$ cat config.mk
export PLATFORM = sky130hd
export DESIGN_NAME = mips_instruction_decoder
export DESIGN_NICKNAME = d
export VERILOG_FILES = /design/src/hdl/mid_pkg.sv /design/src/hdl/mid_decode.sv /design/src/hdl/mid_target.sv /design/src/hdl/mips_instruction_decoder.sv
export VERILOG_INCLUDE_DIRS = /design/src /design/src/hdl
export SDC_FILE = /design/constraint.sdc
export NUM_CORES = 1
export LEC_CHECK = 0
export ABC_AREA = 0
export BUFFER_PORTS_ARGS = -buffer_cell sky130_fd_sc_hd__buf_2
export CAP_MARGIN = 25
export CORE_ASPECT_RATIO = 1.75
export CORE_MARGIN = 1
export CORE_UTILIZATION = 47
export CTS_BUF_LIST = sky130_fd_sc_hd__clkbuf_8
export CTS_CLUSTER_DIAMETER = 100
export DETAILED_ROUTE_END_ITERATION = 8
export GPL_TIMING_DRIVEN = 0
export HOLD_SLACK_MARGIN = 0.06
export PLACE_DENSITY_LB_ADDON = 0.15
export SYNTH_ARGS = -nofsm -noshare
export SYNTH_HDL_FRONTEND = slang
export SYNTH_HIERARCHICAL = 1
export SYNTH_SLANG_ARGS = --single-unit
$ cat constraint.sdc
create_clock -name clk_i -period 3.5 [get_ports clk_i]
set_input_delay 0.7 -clock clk_i [delete_from_list [all_inputs] [get_ports clk_i]]
set_output_delay 0.7 -clock clk_i [all_outputs]
set_load 0.03 [all_outputs]
$ cat src/hdl/assert_macros.svh
// ----------------------------------------------------------------------------
// Assertion macros
// Shared concurrent assertion wrappers for the instruction decoder RTL.
// ----------------------------------------------------------------------------
`ifndef ASSERT_MACROS_SVH
`define ASSERT_MACROS_SVH

`ifndef ASSERT_OFF
// Property that must hold on every rising clock edge outside reset.
`define ASSERT_PROP(lbl, clk, rstn, prop) \
  lbl: assert property (@(posedge clk) disable iff (!rstn) (prop)) \
    else $error("assertion failed");
// Same-cycle implication checked on every rising clock edge outside reset.
`define ASSERT_IMPL(lbl, clk, rstn, ante, cons) \
  lbl: assert property (@(posedge clk) disable iff (!rstn) (ante) |-> (cons)) \
    else $error("assertion failed");
// Next-cycle implication checked on every rising clock edge outside reset.
`define ASSERT_NEXT(lbl, clk, rstn, ante, cons) \
  lbl: assert property (@(posedge clk) disable iff (!rstn) (ante) |=> (cons)) \
    else $error("assertion failed");
`else
`define ASSERT_PROP(lbl, clk, rstn, prop)
`define ASSERT_IMPL(lbl, clk, rstn, ante, cons)
`define ASSERT_NEXT(lbl, clk, rstn, ante, cons)
`endif

`endif

$ cat src/hdl/mid_pkg.sv
// ----------------------------------------------------------------------------
// mid_pkg
// Types, kind codes and the operand format table of the MIPS32 decoder.
// ----------------------------------------------------------------------------
`default_nettype none

package mid_pkg;

  localparam int unsigned KindW = 7;
  localparam int unsigned KindCount = 79;

  localparam logic [31:0] StartReset = 32'h0000_3000;
  localparam logic [31:0] EretWord = 32'h4200_0018;

  // Instruction kinds in alphabetical order; the last code marks an unknown word.
  typedef enum logic [KindW-1:0] {
    K_ADD = 7'd0, K_ADDI = 7'd1, K_ADDIU = 7'd2, K_ADDU = 7'd3, K_AND = 7'd4,
    K_ANDI = 7'd5, K_BEQ = 7'd6, K_BEQL = 7'd7, K_BGEZ = 7'd8, K_BGEZAL = 7'd9,
    K_BGEZALL = 7'd10, K_BGEZL = 7'd11, K_BGTZ = 7'd12, K_BGTZL = 7'd13,
    K_BLEZ = 7'd14, K_BLEZL = 7'd15, K_BLTZ = 7'd16, K_BLTZAL = 7'd17,
    K_BLTZALL = 7'd18, K_BLTZL = 7'd19, K_BNE = 7'd20, K_BNEL = 7'd21,
    K_BREAK = 7'd22, K_DIV = 7'd23, K_DIVU = 7'd24, K_ERET = 7'd25, K_J = 7'd26,
    K_JAL = 7'd27, K_JALR = 7'd28, K_JR = 7'd29, K_LB = 7'd30, K_LBU = 7'd31,
    K_LH = 7'd32, K_LHU = 7'd33, K_LUI = 7'd34, K_LW = 7'd35, K_MFC0 = 7'd36,
    K_MFHI = 7'd37, K_MFLO = 7'd38, K_MTC0 = 7'd39, K_MTHI = 7'd40,
    K_MTLO = 7'd41, K_MULT = 7'd42, K_MULTU = 7'd43, K_NOP = 7'd44,
    K_NOR = 7'd45, K_OR = 7'd46, K_ORI = 7'd47, K_SB = 7'd48, K_SH = 7'd49,
    K_SLL = 7'd50, K_SLLV = 7'd51, K_SLT = 7'd52, K_SLTI = 7'd53,
    K_SLTIU = 7'd54, K_SLTU = 7'd55, K_SRA = 7'd56, K_SRAV = 7'd57,
    K_SRL = 7'd58, K_SRLV = 7'd59, K_SUB = 7'd60, K_SUBU = 7'd61, K_SW = 7'd62,
    K_SYSCALL = 7'd63, K_TEQ = 7'd64, K_TEQI = 7'd65, K_TGE = 7'd66,
    K_TGEI = 7'd67, K_TGEIU = 7'd68, K_TGEU = 7'd69, K_TLT = 7'd70,
    K_TLTI = 7'd71, K_TLTIU = 7'd72, K_TLTU = 7'd73, K_TNE = 7'd74,
    K_TNEI = 7'd75, K_XOR = 7'd76, K_XORI = 7'd77, K_UNKNOWN = 7'd78
  } kind_e;

  // Operand format class for each kind; the unknown kind maps to zero.
  localparam logic [3:0] FmtClass [KindCount] = '{
    4'd0, 4'd3, 4'd3, 4'd0, 4'd0, 4'd3, 4'd5, 4'd5, 4'd10, 4'd10,
    4'd10, 4'd10, 4'd10, 4'd10, 4'd10, 4'd10, 4'd10, 4'd10, 4'd10, 4'd10,
    4'd5, 4'd5, 4'd14, 4'd15, 4'd15, 4'd14, 4'd11, 4'd11, 4'd6, 4'd12,
    4'd4, 4'd4, 4'd4, 4'd4, 4'd9, 4'd4, 4'd7, 4'd13, 4'd13, 4'd7,
    4'd12, 4'd12, 4'd15, 4'd15, 4'd14, 4'd0, 4'd0, 4'd3, 4'd4, 4'd4,
    4'd2, 4'd1, 4'd0, 4'd3, 4'd3, 4'd0, 4'd2, 4'd1, 4'd2, 4'd1,
    4'd0, 4'd0, 4'd4, 4'd14, 4'd15, 4'd8, 4'd15, 4'd8, 4'd8, 4'd15,
    4'd15, 4'd8, 4'd8, 4'd15, 4'd15, 4'd8, 4'd0, 4'd3, 4'd0
  };

  // Decode result handed from the decoder to the result stage.
  typedef struct packed {
    kind_e      kind;
    logic       unknown;
    logic [3:0] fmt_class;
  } dec_info_t;

endpackage

`default_nettype wire

$ cat src/hdl/mid_decode.sv
// ----------------------------------------------------------------------------
// mid_decode
// Identifies the instruction kind of one word and looks up its format class.
// ----------------------------------------------------------------------------
`default_nettype none

module mid_decode (
  input  logic [31:0]        word_i,
  output mid_pkg::dec_info_t info_o
);
  import mid_pkg::*;

  // Primary opcodes.
  localparam logic [5:0] OpSpecial = 6'h00, OpRegimm = 6'h01, OpJ = 6'h02,
                         OpJal = 6'h03, OpBeq = 6'h04, OpBne = 6'h05,
                         OpBlez = 6'h06, OpBgtz = 6'h07, OpAddi = 6'h08,
                         OpAddiu = 6'h09, OpSlti = 6'h0a, OpSltiu = 6'h0b,
                         OpAndi = 6'h0c, OpOri = 6'h0d, OpXori = 6'h0e,
                         OpLui = 6'h0f, OpCop0 = 6'h10, OpBeql = 6'h14,
                         OpBnel = 6'h15, OpBlezl = 6'h16, OpBgtzl = 6'h17,
                         OpLb = 6'h20, OpLh = 6'h21, OpLw = 6'h23,
                         OpLbu = 6'h24, OpLhu = 6'h25, OpSb = 6'h28,
                         OpSh = 6'h29, OpSw = 6'h2b;

  // SPECIAL function codes.
  localparam logic [5:0] FnSll = 6'h00, FnSrl = 6'h02, FnSra = 6'h03,
                         FnSllv = 6'h04, FnSrlv = 6'h06, FnSrav = 6'h07,
                         FnJr = 6'h08, FnJalr = 6'h09, FnSyscall = 6'h0c,
                         FnBreak = 6'h0d, FnMfhi = 6'h10, FnMthi = 6'h11,
                         FnMflo = 6'h12, FnMtlo = 6'h13, FnMult = 6'h18,
                         FnMultu = 6'h19, FnDiv = 6'h1a, FnDivu = 6'h1b,
                         FnAdd = 6'h20, FnAddu = 6'h21, FnSub = 6'h22,
                         FnSubu = 6'h23, FnAnd = 6'h24, FnOr = 6'h25,
                         FnXor = 6'h26, FnNor = 6'h27, FnSlt = 6'h2a,
                         FnSltu = 6'h2b, FnTge = 6'h30, FnTgeu = 6'h31,
                         FnTlt = 6'h32, FnTltu = 6'h33, FnTeq = 6'h34,
                         FnTne = 6'h36;

  // REGIMM rt codes.
  localparam logic [4:0] RiBltz = 5'h00, RiBgez = 5'h01, RiBltzl = 5'h02,
                         RiBgezl = 5'h03, RiTgei = 5'h08, RiTgeiu = 5'h09,
                         RiTlti = 5'h0a, RiTltiu = 5'h0b, RiTeqi = 5'h0c,
                         RiTnei = 5'h0e, RiBltzal = 5'h10, RiBgezal = 5'h11,
                         RiBltzall = 5'h12, RiBgezall = 5'h13;

  // COP0 rs codes.
  localparam logic [4:0] CopMf = 5'h00, CopMt = 5'h04;

  logic [5:0] op;
  logic [5:0] funct;
  logic [4:0] rs;
  logic [4:0] rt;
  kind_e      prim_kind;
  kind_e      spec_kind;
  kind_e      rimm_kind;
  kind_e      kind;

  assign op    = word_i[31:26];
  assign rs    = word_i[25:21];
  assign rt    = word_i[20:16];
  assign funct = word_i[5:0];

  always_comb begin
    case (op)
      OpJ:     prim_kind = K_J;
      OpJal:   prim_kind = K_JAL;
      OpBeq:   prim_kind = K_BEQ;
      OpBne:   prim_kind = K_BNE;
      OpBlez:  prim_kind = K_BLEZ;
      OpBgtz:  prim_kind = K_BGTZ;
      OpAddi:  prim_kind = K_ADDI;
      OpAddiu: prim_kind = K_ADDIU;
      OpSlti:  prim_kind = K_SLTI;
      OpSltiu: prim_kind = K_SLTIU;
      OpAndi:  prim_kind = K_ANDI;
      OpOri:   prim_kind = K_ORI;
      OpXori:  prim_kind = K_XORI;
      OpLui:   prim_kind = K_LUI;
      OpBeql:  prim_kind = K_BEQL;
      OpBnel:  prim_kind = K_BNEL;
      OpBlezl: prim_kind = K_BLEZL;
      OpBgtzl: prim_kind = K_BGTZL;
      OpLb:    prim_kind = K_LB;
      OpLh:    prim_kind = K_LH;
      OpLw:    prim_kind = K_LW;
      OpLbu:   prim_kind = K_LBU;
      OpLhu:   prim_kind = K_LHU;
      OpSb:    prim_kind = K_SB;
      OpSh:    prim_kind = K_SH;
      OpSw:    prim_kind = K_SW;
      default: prim_kind = K_UNKNOWN;
    endcase
  end

  always_comb begin
    case (funct)
      FnSll:     spec_kind = K_SLL;
      FnSrl:     spec_kind = K_SRL;
      FnSra:     spec_kind = K_SRA;
      FnSllv:    spec_kind = K_SLLV;
      FnSrlv:    spec_kind = K_SRLV;
      FnSrav:    spec_kind = K_SRAV;
      FnJr:      spec_kind = K_JR;
      FnJalr:    spec_kind = K_JALR;
      FnSyscall: spec_kind = K_SYSCALL;
      FnBreak:   spec_kind = K_BREAK;
      FnMfhi:    spec_kind = K_MFHI;
      FnMthi:    spec_kind = K_MTHI;
      FnMflo:    spec_kind = K_MFLO;
      FnMtlo:    spec_kind = K_MTLO;
      FnMult:    spec_kind = K_MULT;
      FnMultu:   spec_kind = K_MULTU;
      FnDiv:     spec_kind = K_DIV;
      FnDivu:    spec_kind = K_DIVU;
      FnAdd:     spec_kind = K_ADD;
      FnAddu:    spec_kind = K_ADDU;
      FnSub:     spec_kind = K_SUB;
      FnSubu:    spec_kind = K_SUBU;
      FnAnd:     spec_kind = K_AND;
      FnOr:      spec_kind = K_OR;
      FnXor:     spec_kind = K_XOR;
      FnNor:     spec_kind = K_NOR;
      FnSlt:     spec_kind = K_SLT;
      FnSltu:    spec_kind = K_SLTU;
      FnTge:     spec_kind = K_TGE;
      FnTgeu:    spec_kind = K_TGEU;
      FnTlt:     spec_kind = K_TLT;
      FnTltu:    spec_kind = K_TLTU;
      FnTeq:     spec_kind = K_TEQ;
      FnTne:     spec_kind = K_TNE;
      default:   spec_kind = K_UNKNOWN;
    endcase
  end

  always_comb begin
    case (rt)
      RiBltz:    rimm_kind = K_BLTZ;
      RiBgez:    rimm_kind = K_BGEZ;
      RiBltzl:   rimm_kind = K_BLTZL;
      RiBgezl:   rimm_kind = K_BGEZL;
      RiTgei:    rimm_kind = K_TGEI;
      RiTgeiu:   rimm_kind = K_TGEIU;
      RiTlti:    rimm_kind = K_TLTI;
      RiTltiu:   rimm_kind = K_TLTIU;
      RiTeqi:    rimm_kind = K_TEQI;
      RiTnei:    rimm_kind = K_TNEI;
      RiBltzal:  rimm_kind = K_BLTZAL;
      RiBgezal:  rimm_kind = K_BGEZAL;
      RiBltzall: rimm_kind = K_BLTZALL;
      RiBgezall: rimm_kind = K_BGEZALL;
      default:   rimm_kind = K_UNKNOWN;
    endcase
  end

  // The all-zero word is a NOP rather than SLL, and ERET is matched by its whole word.
  always_comb begin
    case (op)
      OpSpecial: begin
        if (word_i == '0) begin
          kind = K_NOP;
        end else begin
          kind = spec_kind;
        end
      end
      OpRegimm: kind = rimm_kind;
      OpCop0: begin
        if (word_i == EretWord) begin
          kind = K_ERET;
        end else if (rs == CopMf) begin
          kind = K_MFC0;
        end else if (rs == CopMt) begin
          kind = K_MTC0;
        end else begin
          kind = K_UNKNOWN;
        end
      end
      default: kind = prim_kind;
    endcase
  end

  assign info_o.kind      = kind;
  assign info_o.unknown   = (kind == K_UNKNOWN);
  assign info_o.fmt_class = FmtClass[kind];

endmodule

`default_nettype wire

$ cat src/hdl/mid_target.sv
// ----------------------------------------------------------------------------
// mid_target
// Computes the jump-region or PC-relative branch target of one word.
// ----------------------------------------------------------------------------
`default_nettype none

module mid_target (
  input  logic [31:0]    word_i,
  input  logic [31:0]    pc_i,
  input  mid_pkg::kind_e kind_i,
  output logic [31:0]    target_o
);
  import mid_pkg::*;

  logic [31:0] next_pc;
  logic [31:0] branch_off;

  assign next_pc    = pc_i + 32'd4;
  assign branch_off = {{14{word_i[15]}}, word_i[15:0], 2'b00};

  always_comb begin
    if (kind_i == K_J || kind_i == K_JAL) begin
      target_o = {next_pc[31:28], word_i[25:0], 2'b00};
    end else begin
      target_o = next_pc + branch_off;
    end
  end

endmodule

`default_nettype wire

$ cat src/hdl/mips_instruction_decoder.sv
// ----------------------------------------------------------------------------
// mips_instruction_decoder
// MIPS32 instruction decoder: kind, format class, fields and target address.
// ----------------------------------------------------------------------------
//
//   Channel   Direction  Handshake                      Payload
//   input     in         in_valid_i / in_ready_o        instr_word_i
//   result    out        out_valid_o / out_ready_i      kind_o .. instr_address_o
//   config    in         psel/penable/pwrite, pready=1  paddr, pwdata, prdata
//
// One beat is accepted per cycle when the result side keeps up; the sustained
// rate is one instruction per clock while out_ready_i stays high.
// A result passes from the input register through decode and the 32-bit target
// adder into the result register.
// A stalled result holds the result register; the input register still takes one
// more beat if it is empty, and after that in_ready_o stays low until out_ready_i
// returns. in_ready_o follows out_ready_i in the same cycle, with no extra bubble.
// Reset clears both valid flags and loads the start address and running PC with 0x3000.
// ----------------------------------------------------------------------------
`default_nettype none

`include "assert_macros.svh"

module mips_instruction_decoder (
  input  logic        clk_i,
  input  logic        rst_ni,

  input  logic        in_valid_i,
  output logic        in_ready_o,
  input  logic [31:0] instr_word_i,

  output logic        out_valid_o,
  input  logic        out_ready_i,
  output logic [6:0]  kind_o,
  output logic        unknown_o,
  output logic [3:0]  format_class_o,
  output logic [4:0]  rs_field_o,
  output logic [4:0]  rt_field_o,
  output logic [4:0]  rd_field_o,
  output logic [4:0]  shift_amount_o,
  output logic [15:0] imm_field_o,
  output logic [31:0] target_address_o,
  output logic [31:0] instr_address_o,

  input  logic        psel,
  input  logic        penable,
  input  logic        pwrite,
  input  logic [2:0]  paddr,
  input  logic [31:0] pwdata,
  output logic [31:0] prdata,
  output logic        pready
);
  import mid_pkg::*;

  // Register index of the start address in the configuration space.
  localparam logic RegStartAddr = 1'b0;

  // Configuration: the start address register and the running PC.
  logic        cfg_we;
  logic [31:0] start_q;
  logic [31:0] pc_q;

  // Input register: the raw word and the address it was fetched at.
  logic        s1_valid_q;
  logic [31:0] s1_word_q;
  logic [31:0] s1_pc_q;

  // Result register.
  logic        s2_valid_q;
  dec_info_t   s2_info_q;
  logic [31:0] s2_word_q;
  logic [31:0] s2_target_q;
  logic [31:0] s2_pc_q;

  logic        in_acc;
  logic        s2_load;
  logic        s1_adv;
  dec_info_t   dec_info;
  logic [31:0] target;

  assign pready = 1'b1;
  assign cfg_we = psel && penable && pwrite && pready && (paddr[2] == RegStartAddr);
  assign prdata = (paddr[2] == RegStartAddr) ? start_q : '0;

  // The result register takes a new beat when it is empty or being drained; the input
  // register moves into it when it holds one at such a time, and refills in the same cycle.
  assign s2_load    = !s2_valid_q || out_ready_i;
  assign s1_adv     = s1_valid_q && s2_load;
  assign in_ready_o = !s1_valid_q || s2_load;
  assign in_acc     = in_valid_i && in_ready_o;

  // A write to the start address also restarts the running PC there. The user must
  // write only while the pipeline is idle; the block itself does not enforce it.
  always_ff @(posedge clk_i or negedge rst_ni) begin
    if (!rst_ni) begin
      start_q <= StartReset;
      pc_q    <= StartReset;
    end else if (cfg_we) begin
      start_q <= pwdata;
      pc_q    <= pwdata;
    end else if (in_acc) begin
      pc_q    <= pc_q + 32'd4;
    end
  end

  always_ff @(posedge clk_i or negedge rst_ni) begin
    if (!rst_ni) begin
      s1_valid_q <= 1'b0;
    end else if (in_ready_o) begin
      s1_valid_q <= in_valid_i;
    end
  end

  always_ff @(posedge clk_i) begin
    if (in_acc) begin
      s1_word_q <= instr_word_i;
      s1_pc_q   <= pc_q;
    end
  end

  mid_decode u_decode (
    .word_i (s1_word_q),
    .info_o (dec_info)
  );

  mid_target u_target (
    .word_i   (s1_word_q),
    .pc_i     (s1_pc_q),
    .kind_i   (dec_info.kind),
    .target_o (target)
  );

  always_ff @(posedge clk_i or negedge rst_ni) begin
    if (!rst_ni) begin
      s2_valid_q <= 1'b0;
    end else if (s2_load) begin
      s2_valid_q <= s1_valid_q;
    end
  end

  always_ff @(posedge clk_i) begin
    if (s1_adv) begin
      s2_info_q   <= dec_info;
      s2_word_q   <= s1_word_q;
      s2_target_q <= target;
      s2_pc_q     <= s1_pc_q;
    end
  end

  // The register, shift and immediate fields are plain slices of the stored word.
  assign out_valid_o      = s2_valid_q;
  assign kind_o           = s2_info_q.kind;
  assign unknown_o        = s2_info_q.unknown;
  assign format_class_o   = s2_info_q.fmt_class;
  assign rs_field_o       = s2_word_q[25:21];
  assign rt_field_o       = s2_word_q[20:16];
  assign rd_field_o       = s2_word_q[15:11];
  assign shift_amount_o   = s2_word_q[10:6];
  assign imm_field_o      = s2_word_q[15:0];
  assign target_address_o = s2_target_q;
  assign instr_address_o  = s2_pc_q;

  // Every accepted beat without a concurrent write advances the PC by one word.
  `ASSERT_NEXT(a_pc_step, clk_i, rst_ni, in_acc && !cfg_we, pc_q == $past(pc_q) + 32'd4)
  // A beat held in the input register while the result side stalls is not lost.
  `ASSERT_NEXT(a_s1_hold, clk_i, rst_ni, s1_valid_q && !s2_load,
               s1_valid_q && $stable(s1_word_q) && $stable(s1_pc_q))
  // The unknown flag and the kind code agree on every result.
  `ASSERT_IMPL(a_unknown_kind, clk_i, rst_ni, out_valid_o,
               unknown_o == (kind_o == K_UNKNOWN))
  // An unknown word carries no format class.
  `ASSERT_IMPL(a_unknown_class, clk_i, rst_ni, out_valid_o && unknown_o,
               format_class_o == 4'd0)

endmodule

`default_nettype wire
==> flow_summary.yaml, run 1 <==
synthesis:
  netlist_area_um2: 12600
  syn_inst: 1196
  ys_warn_count: 6
  synth_nets: 1328
  synth_fa_ha_area_share_pct: 5.88
  async_flop_share_pct: 28.4
  synth_compound_area_share_pct: 12.3
  muxShareOfSynthArea_pct: 0.911
  synth-seq-cells: 232
  synth_xor_area_share_pct: 5.75
  synth_cell_types: 91
  avgSynthCellArea_um2: 10.6
  synth_simple_gate_area_share_pct: 19.5
  synthFlopType: "edfxtp_1"
  synth-edff-count: 166
  synth_top_family_by_area: "simple AND/OR/NAND/NOR gates"
  synth.yosys.seq_area_share_pct: 52.5
routing:
  wirelength_um: 37100
  wire_per_inst_um: 20.0
  final_antenna_net_count: 0
  vias: 10400
  first_iter_violations: 498
  viasPerCell: 5.63
  route.detailed.drc: 0
  drt_pass1_iterations: 5
outcome:
  status: "complete, but fails checks"
  violations: "setup timing"
critical_path:
  worstPathRequired_ps: 3900
  crit_fanout: 10
  rrSetupSlack_ps: -110
  worstRegToRegCells: 15
  end_kind: "register"
  cp.arrival_ps: 4010
  critPathLaunchType: "register"
  endpoint: "target_address_o[26]"
  crit_start: "s1_word_q[5]"
  critical_path_class: "register to register"
  rr_endpoint: "target_address_o[26]"
  worstReg2RegStart: "s1_word_q[5]"
clock_tree:
  clkLatencyLatePin_ps: 560
  cts_buffers: 37
  cts.clk_slew.worst_paths_ps: 70
  cts.sink_count: 232
  cts_tree: "done"
  ctsRootBufferMaster: "clkbuf_8"
  htreeDepth: 2
  cts_max_path_buffers: 3
placed_design:
  dp_hpwl_um: 26700
  place_inst: 1740
  port_buffers: 217
  place_ws_ps: -1090
  placed_area_um2: 14300
  gp_congestion: 0.911
global_route:
  antenna_found_initial: 0
  grt_max_degree: 67
  grt_pass1_vias: 10500
  grt.overflow.total: 0
  grt_first_pass_wirelength_um: 57000
  grt_usage_pct: 27.0
sta:
  finalCritPeriodShare_pct: 103
  post-route-min-period_ps: 3610
  rsz0062_at_grt: "yes"
  finalSetupTns_ps: -1870
  clock_skew_ps: 20.0
  finalSetupViolations: 27
  worst_slack_ps: -106
  max_freq_mhz: 277
  report.final.slew_viol_count: 0
  max_slew_margin_pct: 44.6
  hold_viol_final: 0
  worst_slew_pin_slew_ps: 831
power:
  peakVddDrop_mv: 0.380
  powerDensity_nw_per_um2: 559
  p_leak_nw: 6.71
die:
  ios: 221
  core_um2: 26500
  initial_core_util_pct: 47.7
  num_rows: 79
  fp.dieH_um: 219
  dieArea_um2: 27600
  die_w_um: 126
cells_and_area:
  layout-drive-gt1-share_pct: 33.3
  syn2layout_area_growth_pct: 28.6
  mostFrequentLayoutCells: "226 x buf_2, 166 x edfxtp_1, 163 x nand2_1"
  layout_commonest_cell: "buf_2"
  final_core_utilization_pct: 61.4
  antenna_cells: 0
  fin_nets: 1635
  layout.cells.non_filler: 1854
  stdcell_area_um2: 16300
min_path:
  hold_path.class: "input port to async pin"
run:
  drv_cap: 0
logic make-up (layout without fill, tap and decap cells):
kind of cell,Yosys count,count (layout)
other cells,1,1
fa+ha+maj,59,59
xor+xnor,83,83
buf+inv,85,419
simple gates,484,484
mux,11,11
compound gates,241,241
flops,232,232
area by class of cell:
type	instances	area (µm²)
inverters	28	123
flip-flops and latches	232	6640
repair buffers	271	1560
multi-input cells	879	6270
plain buffers	54	380
clock buffers	40	551
clock inverters	26	322
fillers	2258	10200
well taps	324	405
worst min path at each step:
stage | from | end | slack [ps] | depth (start not counted)
after detailed placement | s1_pc_q[0] | instr_address_o[0] | 430 | 0
final | rst_ni | start_q[25] | 220 | 1
after global routing | rst_ni | start_q[25] | 290 | 1
after floorplan | rst_ni | out_valid_o | 400 | 0
after global placement | s1_pc_q[0] | instr_address_o[0] | 430 | 0
after CTS | rst_ni | pc_q[25] | 230 | 1
layer usage:
metal	wire, µm	part of all wire (%)	global-route usage (%)
met2	20900	56	54.0
met3	1610	4.3	4.63
met4	1910	5.1	14.7
met5	0	0	0
met1	12700	34	25.6
synth_stat cells (12+ instances only):
cell	number	area, µm²
o211ai_1	13	97.6
a21oi_1	60	300
nand2_1	167	627
xor2_1	41	359
o21ai_0	61	305
ha_1	57	713
xnor2_1	42	368
dfrtp_1	62	1550
o21ai_1	13	65.1
nor3_1	34	170
inv_1	26	97.6
nand4_1	28	175
a31oi_1	12	75.1
edfxtp_1	166	4980
nor2b_1	45	282
and3_1	19	119
nand3_1	33	165
clkbuf_1	31	116
nor2_1	79	297
power by group:
part	switching [mW]	total (mW)	leakage, nW	internal [mW]
Clock	1.12	2.78	0.468	1.65
Combinational	1.56	2.51	3.83	0.954
Sequential	0.309	3.80	2.41	3.49
worst max-delay path, cell delays in order (launching register included):
cell and delay (ps):
edfxtp_1 490, buf_1 240, clkbuf_2 250, and3b_1 220
o21ai_0 220, a31oi_1 150, nor3_2 360, clkbuf_4 310
inv_1 110, nor4bb_4 310, nand3b_1 170, buf_6 190
buf_4 140, nand4_1 80, o211ai_1 100, nor2_1 110
state kept, by name, summed over array words and instances (netlist names), 4 cells and up:
| register | cells |
|---|---|
| format_class_o | 4 |
| pc_q | 32 |
| s1_word_q | 32 |
| instr_address_o | 32 |
| s1_pc_q | 32 |
| start_q | 32 |
| kind_o | 7 |
| target_address_o | 32 |
| s2_word_q | 26 |
per-stage QoR:
step | total power, mW | hold WS [ps]
after floorplan | 5.38 | 404
after global placement | 6.04 | 427
after detailed placement | 6.07 | 427
after CTS | 9.05 | 231
after global routing | 9.51 | 289
final | 9.09 | 224
timing repair:
item                       4_1_cts  5_1_grt
cloned                           2        0
gates resized for setup        117       70
pin swaps                       18       15
setup buffers                   34       15
hold buffers                     0        0
setup endpoints to repair       37       36
Note: power is estimated with default switching activity, not from simulation.
==> inputs of run 2 (changes only) <==
==> constraint.sdc (replaced) <==
create_clock -name clk_i -period 4.5 [get_ports clk_i]
set_input_delay 0.9 -clock clk_i [delete_from_list [all_inputs] [get_ports clk_i]]
set_output_delay 0.9 -clock clk_i [all_outputs]
set_load 0.03 [all_outputs]
==> run 2 against run 1 <==
Effect of this change: the flow now finishes without violations; highest routed layer is now met5; power decreased by 29%; sequential share of layout area grew 3.3 points; first-iteration DRC count fell by 34%; largest cell class unchanged; global-route usage decreased by 2.1 points.
==> flow_summary.yaml, run 2 (synthesis gave the netlist of run 1 again) <==
power:
  clkPwrFrac_pct: 27.7
  p_sw_mw: 2.17
  powerDensity_nw_per_um2: 430
  power_frac_seq_pct: 45.6
  p_leak_nw: 6.29
  p_comb_share_pct: 26.7
  internal_power_mw: 4.30
  p_sw_share_pct: 33.6
  finalPower_mw: 6.47
  peakVddDrop_mv: 0.270
die:
  num_rows: 79
  die_w_um: 126
  ios: 221
  initial_core_util_pct: 47.7
  dieArea_um2: 27600
  fp.dieH_um: 219
  core_um2: 26500
clock_tree:
  clkLatencyLatePin_ps: 550
  cts_buffers: 37
  ctsRootBufferMaster: "clkbuf_8"
  cts.clk_slew.worst_paths_ps: 70
  cts.sink_count: 232
  cts_max_path_buffers: 3
  cts_hold_buf: 0
  htreeDepth: 2
  cts_tree: "done"
cells_and_area:
  layout.cells.non_filler: 1813
  layout-drive-gt1-share_pct: 23.4
  fin_nets: 1596
  syn2layout_area_growth_pct: 19.1
  fillers: 2392
  layout_commonest_cell: "buf_2"
  mostFrequentLayoutCells: "228 x buf_2, 167 x nand2_1, 166 x edfxtp_1"
  area.sequential_um2: 6640
  antenna_cells: 0
  multi_input_area_um2: 5690
run:
  drv_cap: 0
critical_path:
  cp.arrival_ps: 4510
  slowest_stage: "a2111oi_0"
  crit_start: "s1_pc_q[4]"
  cp_slowest_stage_delay_ps: 850
  critical_path_class: "register to register"
  path_cells: "and3_1, and4_1, nand2_1, xnor2_1, ha_1, nand2_1, a2111oi_0, nor2_1, o21ai_0, nand4_1, o211ai_1, nor2_1"
  worstReg2RegStart: "s1_pc_q[4]"
  critPathLaunchType: "register"
  crit_fanout: 6
  end_kind: "register"
  worstPathRequired_ps: 4770
routing:
  first_iter_violations: 328
  wire_per_inst_um: 18.9
  vias: 10100
  viasPerCell: 5.54
  wirelength_um: 34300
  route.detailed.drc: 0
  final_antenna_net_count: 0
  drt_pass1_iterations: 5
outcome:
  status: "completed"
sta:
  report.final.slew_viol_count: 0
  hold_viol_final: 0
  post-route-min-period_ps: 4240
  max_slew_margin_pct: 32.5
  max_freq_mhz: 236
  rsz0062_at_grt: "no"
  worst_slew_pin_slew_ps: 986
  finalCritPeriodShare_pct: 94.1
  finalSetupViolations: 0
  clock_skew_ps: 18.7
global_route:
  grt_usage_pct: 25.0
  antenna_found_initial: 1
  grt_pass1_vias: 9993
  grt_first_pass_wirelength_um: 52800
  grt_max_degree: 67
  grt.overflow.total: 0
min_path:
  hold_path.class: "input port to async pin"
placed_design:
  dp_hpwl_um: 26400
  port_buffers: 217
  place_inst: 1739
  gp_congestion: 0.923
-- run 2: cell types whose count changed in the layout (fill, tap and decap cells not counted), sizes merged --
cell / delta
bufinv: -6
clkinv: +1
buf: -44
clkinvlp: -1
inv: +2
clkbuf: +7
-- run 2: layout make-up --
class	count	share of cell area, %
Clock inverter	22	1.01
Sequential cell	232	44.1
Inverter	28	0.723
Timing Repair Buffer	229	7.95
Clock buffer	42	3.84
Buffer	57	1.90
Tap cell	324	2.69
Multi-Input combinational cell	879	37.8
-- run 2: path summary, 6_finish.rpt --
| check | end | slack (ps) | depth (start not counted) |
|---|---|---|---|
| hold reg to reg | instr_address_o[0] | 440 | 0 |
| setup reg to reg | target_address_o[26] | 260 | 12 |
| hold / removal | start_q[27] | 430 | 1 |
| setup / recovery | target_address_o[26] | 260 | 12 |
| min in group clk_i | instr_address_o[0] | 440 | 0 |
| max in group asynchronous | s1_valid_q | 3500 | 1 |
-- run 2: layer usage --
metal	part of all wire [%]	up-vias	routed length [µm]	global-route usage (%)
met4	6.5	2	2220	16.8
met2	55	328	18800	48.7
li1	-	4907	-	-
met1	34	4697	11700	23.4
met5	0.023	-	8	0
met3	4.6	119	1580	4.22
-- run 2: power by group through the flow --
stage          combinational [mW]  sequential (mW)  clock, mW
6_report                     1.73             2.95       1.80
5_1_grt                      1.89             2.99       1.93
4_1_cts                      1.72             2.96       1.85
3_5_place_dp                 1.71             2.99          0
3_3_place_gp                 1.69             3.00          0
2_1_floorplan               0.985             3.19          0
-- run 2: metrics by stage --
step / cell area, µm² / util [%] / worst slack, ps / TNS [ps] / hold WS, ps
2_1_floorplan: 12600 / - / 653 / 0 / 417
3_3_place_gp: 14100 / 53.3 / -1150 / -88070 / 425
3_5_place_dp: 14200 / 53.5 / -1260 / -36880 / 424
4_1_cts: 15000 / 56.5 / 34.1 / 0 / 445
5_1_grt: 15100 / 56.8 / 22.6 / 0 / 474
6_report: 15100 / 56.8 / 264 / 0 / 428
-- run 2: critical path: cells and delay by family, from the launching register on --
family / cells / cell delay [ps]
compound gates: 3 / 1530
xor+xnor: 1 / 170
fa+ha+maj: 1 / 370
flops: 1 / 440
simple gates: 7 / 1440
-- run 2: what timing repair did --
item / CTS / global route
setup endpoints to repair: 37 / 35
gates cloned: 0 / 0
pin swaps: 2 / 0
gates resized for setup: 10 / 12
setup buffers: 3 / 7
